<file path="src/mbms_pkg.sv">
// Package for the multiplexed bus master sequencer: phase codes, register
// indexes, reset values and the request/result/view structs. No dependencies.
package mbms_pkg;

	localparam int unsigned TIMING_WIDTH_DEF = 8;
	localparam int unsigned CFG_DATA_W       = 8;
	localparam int unsigned CFG_IDX_W        = 3;

	// Register indexes
	localparam logic [CFG_IDX_W-1:0] CFG_ALE_PULSE    = 3'd0;
	localparam logic [CFG_IDX_W-1:0] CFG_ADDRESS_HOLD = 3'd1;
	localparam logic [CFG_IDX_W-1:0] CFG_DATA_SETUP   = 3'd2;
	localparam logic [CFG_IDX_W-1:0] CFG_CS_PULSE     = 3'd3;
	localparam logic [CFG_IDX_W-1:0] CFG_DATA_HOLD    = 3'd4;
	localparam int unsigned          NUM_CFG          = 5;

	// Reset values of the timing registers
	localparam logic [CFG_DATA_W-1:0] RST_ALE_PULSE    = 8'd7;
	localparam logic [CFG_DATA_W-1:0] RST_ADDRESS_HOLD = 8'd7;
	localparam logic [CFG_DATA_W-1:0] RST_DATA_SETUP   = 8'd7;
	localparam logic [CFG_DATA_W-1:0] RST_CS_PULSE     = 8'd67;
	localparam logic [CFG_DATA_W-1:0] RST_DATA_HOLD    = 8'd15;

	typedef enum logic [2:0] {
		PH_IDLE  = 3'd0,
		PH_ALE   = 3'd1,
		PH_AHOLD = 3'd2,
		PH_SETUP = 3'd3,
		PH_CS    = 3'd4,
		PH_DHOLD = 3'd5,
		PH_DONE  = 3'd6
	} phase_t;

	typedef struct packed {
		logic        start_req;
		logic        command;
		logic [15:0] address;
		logic [15:0] write_data;
		logic [15:0] bus_ad_in;
	} request_t;

	typedef struct packed {
		logic        ale_n;
		logic        cs_n;
		logic        dir_line;
		logic [15:0] ad_out;
		logic        ad_drive;
		logic        busy_res;
		logic        done_res;
		logic [15:0] read_data;
	} result_t;

	// Sequencer state as seen by the pin decoder
	typedef struct packed {
		phase_t      phase;
		logic        command;
		logic        direction;
		logic [15:0] address;
		logic [15:0] write_data;
		logic [15:0] read_data;
	} view_t;

endpackage

</file>
<file path="src/mbms_decode.sv">
// Pin decoder: turns the sequencer state into bus strobes and AD drive.
// Depends on mbms_pkg.
module mbms_decode (
	input  mbms_pkg::view_t   view,
	output mbms_pkg::result_t pins
);
	import mbms_pkg::*;

	always_comb begin
		pins           = '0;
		pins.ale_n     = 1'b1;
		pins.cs_n      = 1'b1;
		pins.dir_line  = view.direction;
		pins.read_data = view.read_data;
		case (view.phase)
			PH_ALE: begin
				pins.ale_n    = 1'b0;
				pins.ad_drive = 1'b1;
				pins.ad_out   = view.address;
				pins.busy_res = 1'b1;
			end
			PH_AHOLD: begin
				pins.ad_drive = 1'b1;
				pins.ad_out   = view.address;
				pins.busy_res = 1'b1;
			end
			PH_SETUP, PH_CS, PH_DHOLD: begin
				pins.cs_n     = (view.phase != PH_CS);
				pins.busy_res = 1'b1;
				// release AD for a read, drive write data otherwise
				if (!view.command) begin
					pins.ad_drive = 1'b1;
					pins.ad_out   = view.write_data;
				end
			end
			PH_DONE: begin
				pins.done_res = 1'b1;
			end
			default: begin
			end
		endcase
	end

endmodule

</file>
<file path="src/muxbus_master_sequencer_unit.sv">
// Top level of the multiplexed address/data bus master sequencer.
// Depends on mbms_pkg and mbms_decode.
//
// Usage
//  - Each request is one bus clock tick: start_req/command/address/write_data
//    start a transaction when the sequencer is idle, bus_ad_in carries the
//    sampled AD lines every tick. Every request yields exactly one result that
//    shows the pin levels (ALE#, CS#, DIR, AD drive) after that tick.
//  - Channels use valid/stall. A request is taken at a clock edge with
//    request_valid high and request_stall low; a result likewise on the
//    result side.
//  - The result of a request is written to the output register at the same
//    edge that takes it. Throughput: one request per cycle while the result
//    side does not stall, set by the single state update plus decode between
//    the state registers and the output register.
//  - When the receiver stalls, the held result stays put and request_stall
//    rises in the same cycle; the tick sequence simply pauses, no tick lost.
//  - Timing registers are written through cfg_we/cfg_index/cfg_data by the
//    user only while no transaction is pending; the block does not enforce
//    this. A zero value acts as one, and indexes past data hold are dropped.
//  - Reset clears phase to idle, counters and latched values to zero, the
//    direction line to write and the timing registers to their defaults.
module muxbus_master_sequencer_unit #(
	parameter int unsigned TIMING_WIDTH = mbms_pkg::TIMING_WIDTH_DEF
) (
	input  logic                              clk,
	input  logic                              arst_n,
	input  logic                              request_valid,
	output logic                              request_stall,
	input  mbms_pkg::request_t                request,
	output logic                              result_valid,
	input  logic                              result_stall,
	output mbms_pkg::result_t                 result,
	input  logic                              cfg_we,
	input  logic [mbms_pkg::CFG_IDX_W-1:0]    cfg_index,
	input  logic [mbms_pkg::CFG_DATA_W-1:0]   cfg_data
);
	import mbms_pkg::*;

	// Registers keep only the low bits the counter can hold, never above 8.
	localparam int unsigned CFG_W = (TIMING_WIDTH < CFG_DATA_W) ? TIMING_WIDTH : CFG_DATA_W;

	logic [CFG_W-1:0]        cfg_q [NUM_CFG];

	phase_t                  phase_q, phase_n;
	logic [TIMING_WIDTH-1:0] cnt_q, cnt_n, cnt_dec, cnt_load;
	logic                    cmd_q, cmd_n;
	logic                    dir_q, dir_n;
	logic [15:0]             addr_q, addr_n;
	logic [15:0]             wdata_q, wdata_n;
	logic [15:0]             rdata_q, rdata_n;

	phase_t                  follow;     // phase entered when the count runs out
	logic [CFG_W-1:0]        cfg_sel;
	logic                    accept;
	logic                    result_valid_q;
	result_t                 result_q;
	result_t                 pins;
	view_t                   view_n;

	// Handshake: take a request whenever the output register is free or
	// being emptied this cycle.
	assign request_stall = result_valid_q & result_stall;
	assign accept        = request_valid & ~request_stall;
	assign result_valid  = result_valid_q;
	assign result        = result_q;

	// Timing registers
	always_ff @(posedge clk or negedge arst_n) begin
		if (!arst_n) begin
			cfg_q[CFG_ALE_PULSE]    <= CFG_W'(RST_ALE_PULSE);
			cfg_q[CFG_ADDRESS_HOLD] <= CFG_W'(RST_ADDRESS_HOLD);
			cfg_q[CFG_DATA_SETUP]   <= CFG_W'(RST_DATA_SETUP);
			cfg_q[CFG_CS_PULSE]     <= CFG_W'(RST_CS_PULSE);
			cfg_q[CFG_DATA_HOLD]    <= CFG_W'(RST_DATA_HOLD);
		end else if (cfg_we && cfg_index <= CFG_DATA_HOLD) begin
			cfg_q[cfg_index] <= cfg_data[CFG_W-1:0];
		end
	end

	// Phase that follows the current one
	always_comb begin
		case (phase_q)
			PH_IDLE:  follow = PH_ALE;
			PH_ALE:   follow = PH_AHOLD;
			PH_AHOLD: follow = PH_SETUP;
			PH_SETUP: follow = PH_CS;
			PH_CS:    follow = PH_DHOLD;
			PH_DHOLD: follow = PH_DONE;
			default:  follow = PH_IDLE;
		endcase
	end

	// Count loaded on entry to the following phase; zero acts as one
	always_comb begin
		case (follow)
			PH_ALE:   cfg_sel = cfg_q[CFG_ALE_PULSE];
			PH_AHOLD: cfg_sel = cfg_q[CFG_ADDRESS_HOLD];
			PH_SETUP: cfg_sel = cfg_q[CFG_DATA_SETUP];
			PH_CS:    cfg_sel = cfg_q[CFG_CS_PULSE];
			PH_DHOLD: cfg_sel = cfg_q[CFG_DATA_HOLD];
			default:  cfg_sel = '0;
		endcase
		if (follow == PH_DONE) begin
			cnt_load = TIMING_WIDTH'(1);
		end else if (follow == PH_IDLE) begin
			cnt_load = '0;
		end else if (cfg_sel == '0) begin
			cnt_load = TIMING_WIDTH'(1);
		end else begin
			cnt_load = TIMING_WIDTH'(cfg_sel);
		end
	end

	// Next state for one tick
	always_comb begin
		phase_n = phase_q;
		cnt_n   = cnt_q;
		cmd_n   = cmd_q;
		dir_n   = dir_q;
		addr_n  = addr_q;
		wdata_n = wdata_q;
		rdata_n = rdata_q;
		cnt_dec = cnt_q - TIMING_WIDTH'(1);
		case (phase_q)
			PH_IDLE: begin
				// latch the transaction and open the address phase
				if (request.start_req) begin
					cmd_n   = request.command;
					dir_n   = request.command;
					addr_n  = request.address;
					wdata_n = request.write_data;
					phase_n = follow;
					cnt_n   = cnt_load;
				end
			end
			PH_ALE, PH_AHOLD, PH_SETUP, PH_CS, PH_DHOLD, PH_DONE: begin
				cnt_n = cnt_dec;
				if (cnt_dec == '0) begin
					// sample AD on the tick that ends the CS# pulse of a read
					if (phase_q == PH_CS && cmd_q) begin
						rdata_n = request.bus_ad_in;
					end
					phase_n = follow;
					cnt_n   = cnt_load;
				end
			end
			default: begin
				phase_n = PH_IDLE;
				cnt_n   = '0;
			end
		endcase
	end

	always_ff @(posedge clk or negedge arst_n) begin
		if (!arst_n) begin
			phase_q <= PH_IDLE;
			cnt_q   <= '0;
			cmd_q   <= 1'b0;
			dir_q   <= 1'b0;
			addr_q  <= '0;
			wdata_q <= '0;
			rdata_q <= '0;
		end else if (accept) begin
			phase_q <= phase_n;
			cnt_q   <= cnt_n;
			cmd_q   <= cmd_n;
			dir_q   <= dir_n;
			addr_q  <= addr_n;
			wdata_q <= wdata_n;
			rdata_q <= rdata_n;
		end
	end

	// Pins reflect the state after this tick's update
	always_comb begin
		view_n.phase      = phase_n;
		view_n.command    = cmd_n;
		view_n.direction  = dir_n;
		view_n.address    = addr_n;
		view_n.write_data = wdata_n;
		view_n.read_data  = rdata_n;
	end

	mbms_decode u_decode (
		.view (view_n),
		.pins (pins)
	);

	// Output register
	always_ff @(posedge clk or negedge arst_n) begin
		if (!arst_n) begin
			result_valid_q <= 1'b0;
		end else if (accept) begin
			result_valid_q <= 1'b1;
		end else if (!result_stall) begin
			result_valid_q <= 1'b0;
		end
	end

	always_ff @(posedge clk) begin
		if (accept) begin
			result_q <= pins;
		end
	end

endmodule

</file>
<file path="config.mk">
export PLATFORM = sky130hd
export DESIGN_NAME = muxbus_master_sequencer_unit
export DESIGN_NICKNAME = d
export VERILOG_FILES = /design/src/mbms_pkg.sv /design/src/mbms_decode.sv /design/src/muxbus_master_sequencer_unit.sv
export SDC_FILE = /design/constraint.sdc
export NUM_CORES = 1
export LEC_CHECK = 0
export BUFFER_PORTS_ARGS = -buffer_cell sky130_fd_sc_hd__buf_4
export CAP_MARGIN = 40
export CORE_UTILIZATION = 42
export CTS_BUF_LIST = sky130_fd_sc_hd__clkbuf_8
export CTS_CLUSTER_SIZE = 20
export DETAILED_ROUTE_END_ITERATION = 10
export SYNTH_ARGS = -nofsm -noshare
export SYNTH_HDL_FRONTEND = slang
export SYNTH_HIERARCHICAL = 1
export SYNTH_SLANG_ARGS = --single-unit
export TNS_END_PERCENT = 5
</file>
<file path="constraint.sdc">
create_clock -name clk -period 4.81 [get_ports clk]
set_clock_uncertainty 0.2 [all_clocks]
set_input_delay 0.962 -clock clk [delete_from_list [all_inputs] [get_ports clk]]
set_output_delay 0.962 -clock clk [all_outputs]
set_load 0.01 [all_outputs]
</file>
==> flow_summary.toml, run 1 <==
[yosys]
yosysTopAreaCell = "dfrtp_1"
synth.distinct_cells = 58
avgSynthCellArea_um2 = 11.6
seq_area_frac_synth_pct = 53.5
synth_top_area_share_pct = 31.0
syn_inst = 600
yosys-top-cells-area = "dfrtp_1 (31%), edfxtp_1 (16%), mux2_2 (16%)"
yosysMostFrequentCell = "nand2_1"
synth_async_sr_flop_share_pct = 72.9
synth_edf_count = 38
netlist_area_mm2 = 0.00694
yosys_warnings = 6
synth_common_cells = "nand2_1 (119), mux2_2 (96), dfrtp_1 (86)"
synthFlopType = "dfrtp_1"
synth_fp_nets = 668
ys_ff_latch = 140

[die]
die_h_um = 131
dieArea_mm2 = 0.0170
rows = 46
core_area_mm2 = 0.0160
start_util_pct = 43.3
io_pins = 106
die_w_um = 131

[flow_run]
max-cap-violations = 0

[detailed_routing]
ant_nets = 0
dr.pass1.iters = 4
wire_per_inst_um = 17.1
wl_mm = 15.7
vias = 4821
drc_errors = 0
drt_iter0_drc = 312
via_per_inst = 5.26

[run_status]
status = "complete, no violations"

[power]
intPower_w = 0.00231
power_frac_comb_pct = 18.2
p_seq_share_pct = 50.1
p_leak_nw = 3.66
clkPwrFrac_pct = 31.7
ir_drop_mv = 0.175
swShare_pct = 26.7
p_sw_w = 0.000844
powerDensity_mw_per_mm2 = 384

[sta]
relSlewSlack_pct = 49.8
drv_slew = 0
post-route-worst-setup-slack_ns = 0.757
hold_viol = 0
fmax_ghz = 0.247
fin_crit_ns = 4.05
setup_tns_ns = 0
tightest_slew_ns = 0.752
fin_crit_sh_pct = 84.3
setup_viol = 0
rsz0062_at_grt = "false"

[critical_path]
worst_path_largest_cell_delay_ns = 0.60
cp_data_required_time_ns = 4.92
crit_top_cell = "a21oi_1"
path_class = "reg -> reg"
crit_arrival_ns = 4.16
critPathCaptureType = "flop"
critPathSlowestCell = "nor2_2"
startpoint_type = "flop"
cp_max_fo = 16
path_cells = "inv_1 -> ha_1 -> or3b_4 -> o31a_1 -> or4_4 -> a21oi_1 -> mux2i_1 -> a21oi_1 -> xnor2_1 -> nor2_2 -> a22o_1"

[final_layout]
nNetsFinal = 756
multi_input_area_mm2 = 0.00290
regArea_mm2 = 0.00371
utilization_pct = 51.3
diodes = 0
drive_above_1_share_pct = 40.2
area_growth_syn_to_layout_pct = 18.5
nFillCells = 1433

[clock_network]
root_buffer = "clkbuf_8"
cts_resized = 0
clock_latency_ns = 0.44
post-cts-setup-buffers = 0
cts_buffers = 17
clk_path_buf_depth = 2
hold_buffers = 0
cts_tree = "done"
clkSlewWorstSetupHoldPaths_ns = 0.07
htree_levels = 4
cts_sinks = 140

[global_route]
grt_pass1_vias = 4813
grt_use_total_pct = 19.5
grt_pass1_wl_mm = 24.9
grt_max_degree = 55
grt_antenna_before_repair = 0
grt-ovfl-total = 0

[hold_path]
min_path_type = "reg -> reg"

[placement]
dp_hpwl_mm = 11.0
place.gp.congestion = 0.936
io_buffers = 105
pre_cts_ws_ns = 0.805
==> sequential cells by signal, indices dropped and copies added (netlist names) <==
name,cells
result_valid,1
wdata_q,16
addr_q,16
cmd_q,1
phase_q,3
result,38
cnt_q,8
rdata_q,16
cfg_q,40
dir_q,1
==> layer usage <==
layer | track usage, % | vias up | wire length [um]
li1 | - | 2297 | -
met1 | 26.5 | 2357 | 7240
met2 | 30.0 | 144 | 7340
met5 | 0 | - | 0
met3 | 3.75 | 23 | 830
met4 | 9.26 | 0 | 293
==> logic make-up after synthesis <==
| group | count (synthesis) | share of synthesized area (%) |
|---|---|---|
| simple gates | 194 | 13.1 |
| flops | 140 | 53.5 |
| buf+inv | 57 | 4.89 |
| mux | 114 | 18.9 |
| xor+xnor | 4 | 0.505 |
| fa+ha+maj | 2 | 0.361 |
| compound gates | 89 | 8.68 |
==> placed cells by master, fill, tap and decap left out, types with 7 or more instances in the layout <==
cell type  count
mux2_4        10
nand2_1      119
buf_4        119
a21oi_1       18
inv_1          9
clkbuf_8      17
nor3_1         8
o21ai_0       21
edfxtp_1      38
dfrtp_1       86
mux2i_1        8
nand3_1        9
mux2_2        96
dfstp_2       16
a31oi_1        7
nor2_1        17
a22o_1        18
==> final cells by class <==
class / count / area share [%]
Tap cell: 216 / 3.29
Timing Repair Buffer: 119 / 10.9
Sequential cell: 140 / 45.2
Clock inverter: 15 / 2.21
Clock buffer: 17 / 2.85
Multi-Input combinational cell: 403 / 35.3
Inverter: 7 / 0.320
==> critical path: cells and delay by family, from the launching register on <==
kind / cells / cell delay (ns)
buffers and inverters: 1 / 0.10
muxes: 1 / 0.10
DFF: 1 / 0.43
adders and majority gates: 1 / 0.23
and+or+nand+nor: 3 / 1.60
xor gates and xnor gates: 1 / 0.14
AOI/OAI and AO/OA: 4 / 1.12
==> path summary, 6_finish.rpt <==
check / from / slack, ns / depth (start not counted) / end
worst max-delay path: cnt_q[0] / 0.76 / 11 / result[19]
worst min-delay path: wdata_q[8] / 0.27 / 2 / wdata_q[8]
worst max register to register: cnt_q[0] / 0.76 / 11 / result[19]
worst min register to register: wdata_q[8] / 0.27 / 2 / wdata_q[8]
max in group asynchronous: arst_n / 3.16 / 2 / cfg_q[34]
min in group asynchronous: arst_n / 0.36 / 1 / addr_q[7]
==> power by group through the flow <==
stage	Sequential [W]	Clock [W]	Combinational, W
after detailed placement	0.00161	0	0.000573
after global routing	0.00161	0.00108	0.000638
final	0.00158	0.00100	0.000574
after CTS	0.00158	0.00103	0.000576
after floorplan	0.00157	0	0.000400
after global placement	0.00159	0	0.000555
==> per-stage QoR <==
step,cell area [um^2],hold WS (ns),cells,total power [W]
2_1_floorplan,6940,0.242,600,0.00197
3_3_place_gp,7800,0.253,885,0.00215
3_5_place_dp,7800,0.258,885,0.00218
4_1_cts,8220,0.278,917,0.00318
5_1_grt,8220,0.281,917,0.00333
6_report,8220,0.273,917,0.00316
Note: power is estimated with default switching activity, not from simulation.
==> run 2: changes to the inputs <==
Clock period 4.81 ns to 3.8 ns, I/O delays scaled along.
==> flow_summary.toml, run 2 (same netlist as run 1, synthesis figures left out) <==
[run_status]
status = "complete, no violations"

[power]
clkPwrFrac_pct = 31.6
swShare_pct = 27.6
intPower_w = 0.00289
p_seq_share_pct = 50.2
p_leak_nw = 3.72
p_sw_w = 0.00110
ir_drop_mv = 0.248
powerDensity_mw_per_mm2 = 481
power_frac_comb_pct = 18.2

[clock_network]
clock_latency_ns = 0.45
root_buffer = "clkbuf_8"
cts_sinks = 140
cts_tree = "done"
clkSlewWorstSetupHoldPaths_ns = 0.08
cts_buffers = 17
hold_buffers = 0
htree_levels = 4
clk_path_buf_depth = 2

[final_layout]
final_common_cell = "buf_4"
nFillCells = 1441
final_cells = 925
largest_reg_flops = 40
area_growth_syn_to_layout_pct = 20.0
diodes = 0
drive_above_1_share_pct = 42.0
utilization_pct = 52.0
nNetsFinal = 764
mostFrequentLayoutCells = "buf_4 (124), nand2_1 (119), mux2_2 (96), dfrtp_1 (86), edfxtp_1 (38)"
regMostFlops = "cfg_q"

[placement]
placed_cells = 888
pre_cts_ws_ns = -0.0126
io_buffers = 105
place.gp.congestion = 0.919
dp_hpwl_mm = 10.9

[global_route]
grt-ovfl-total = 0
grt_pass1_vias = 4886
grt_use_total_pct = 19.4
grt_max_degree = 55
grt_pass1_wl_mm = 25.0
grt_antenna_before_repair = 0

[critical_path]
cp_data_required_time_ns = 3.91
path_cells = "inv_1 -> ha_1 -> or3b_4 -> o31a_1 -> or4_4 -> a21oi_2 -> mux2i_1 -> a21oi_2 -> buf_4 -> nand3b_1 -> a21oi_4 -> buf_6 -> a22o_1"
critPathCaptureType = "flop"
cp_max_fo = 16
worst_path_largest_cell_delay_ns = 0.58
crit_top_cell = "a21oi_2"
path_class = "reg -> reg"
crit_arrival_ns = 3.75
worstPathBufferInverterCount = 3
startpoint_type = "flop"
path_delay_family = "simple AND/OR/NAND/NOR gates"
critPathSlowestCell = "or4_4"

[die]
dieArea_mm2 = 0.0170
die_w_um = 131
rows = 46
start_util_pct = 43.3
core_area_mm2 = 0.0160
io_pins = 106
die_h_um = 131

[sta]
setup_viol = 0
post-route-worst-setup-slack_ns = 0.155
fmax_ghz = 0.274
fin_crit_ns = 3.64
tightest_slew_ns = 0.750
fin_crit_sh_pct = 95.9
drv_slew = 0
hold_viol = 0
relSlewSlack_pct = 50.0
rsz0062_at_grt = "false"

[flow_run]
max-cap-violations = 0

[detailed_routing]
drc_errors = 0
ant_nets = 0
dr.pass1.iters = 5
via_per_inst = 5.28
vias = 4880
wl_mm = 15.9
wire_per_inst_um = 17.2
drt_iter0_drc = 348

[hold_path]
min_path_type = "in -> async"
## run 2: cell count changes in the layout (fill, tap and decap cells not counted), moves of 2 or more
cell	before	now
buf_4	119	124
clkinv_1	3	0
inv_4	0	3
a21oi_1	18	16
a21oi_2	0	2
buf_12	0	2
inv_1	9	7
## run 2: final timing paths
kind,from,endpoint,slack [ns],cells after the start
hold / removal,arst_n,addr_q[4],0.15,1
hold reg to reg,wdata_q[0],wdata_q[0],0.28,2
max in group asynchronous,arst_n,cfg_q[33],2.46,2
min in group clk,wdata_q[0],wdata_q[0],0.28,2
setup reg to reg,cnt_q[0],result[21],0.16,13
setup / recovery,cnt_q[0],result[21],0.16,13
## run 2: repair_timing
item / in CTS / in global routing
endpoints found under the setup margin: 16 / 16
cloned: 0 / 0
resized for setup: 1 / 4
setup buffers: 0 / 5
## run 2: metal layers
layer  up-vias  global-route usage [%]  routed length (um)
met1      2419                    25.8                7380
li1       2314                       -                   -
met4         0                    7.03                 238
met3        19                    3.75                 716
met5         -                       0                   0
met2       128                    31.5                7590
## run 2: worst reg2reg max path: stages (launching register included)
cell and delay (ns):
dfrtp_1 0.43, inv_1 0.11, ha_1 0.25, or3b_4 0.43
o31a_1 0.29, or4_4 0.58, a21oi_2 0.18, mux2i_1 0.10
a21oi_2 0.15, buf_4 0.15, nand3b_1 0.12, a21oi_4 0.15
buf_6 0.19, a22o_1 0.18
## run 2: area by class of cell
cell class	count	area, um^2	area share [%]
multi-input cells	403	2920	35.0
well taps	216	270	3.25
repair buffers	127	982	11.8
clock buffers	18	248	2.98
flip-flops and latches	140	3710	44.6
inverters	7	26.3	0.316
clock inverters	14	165	1.98
## run 2: power by group through the flow
stage	Sequential, W	Clock [W]	Combinational, W
after global placement	0.00202	0	0.000707
after global routing	0.00204	0.00135	0.000808
final	0.00201	0.00126	0.000726
after floorplan	0.00198	0	0.000507
after detailed placement	0.00204	0	0.000726
after CTS	0.00201	0.00130	0.000729
## run 2: metrics by stage
stage | total power (W) | hold WS (ns) | setup TNS, ns | instance area, um^2
after global placement | 0.00273 | 0.253 | 0 | 7850
after CTS | 0.00404 | 0.165 | 0 | 8270
after detailed placement | 0.00276 | 0.263 | -0.0921 | 7850
after global routing | 0.00420 | 0.187 | 0 | 8320
final | 0.00400 | 0.151 | 0 | 8320
after floorplan | 0.00249 | 0.242 | 0 | 6940
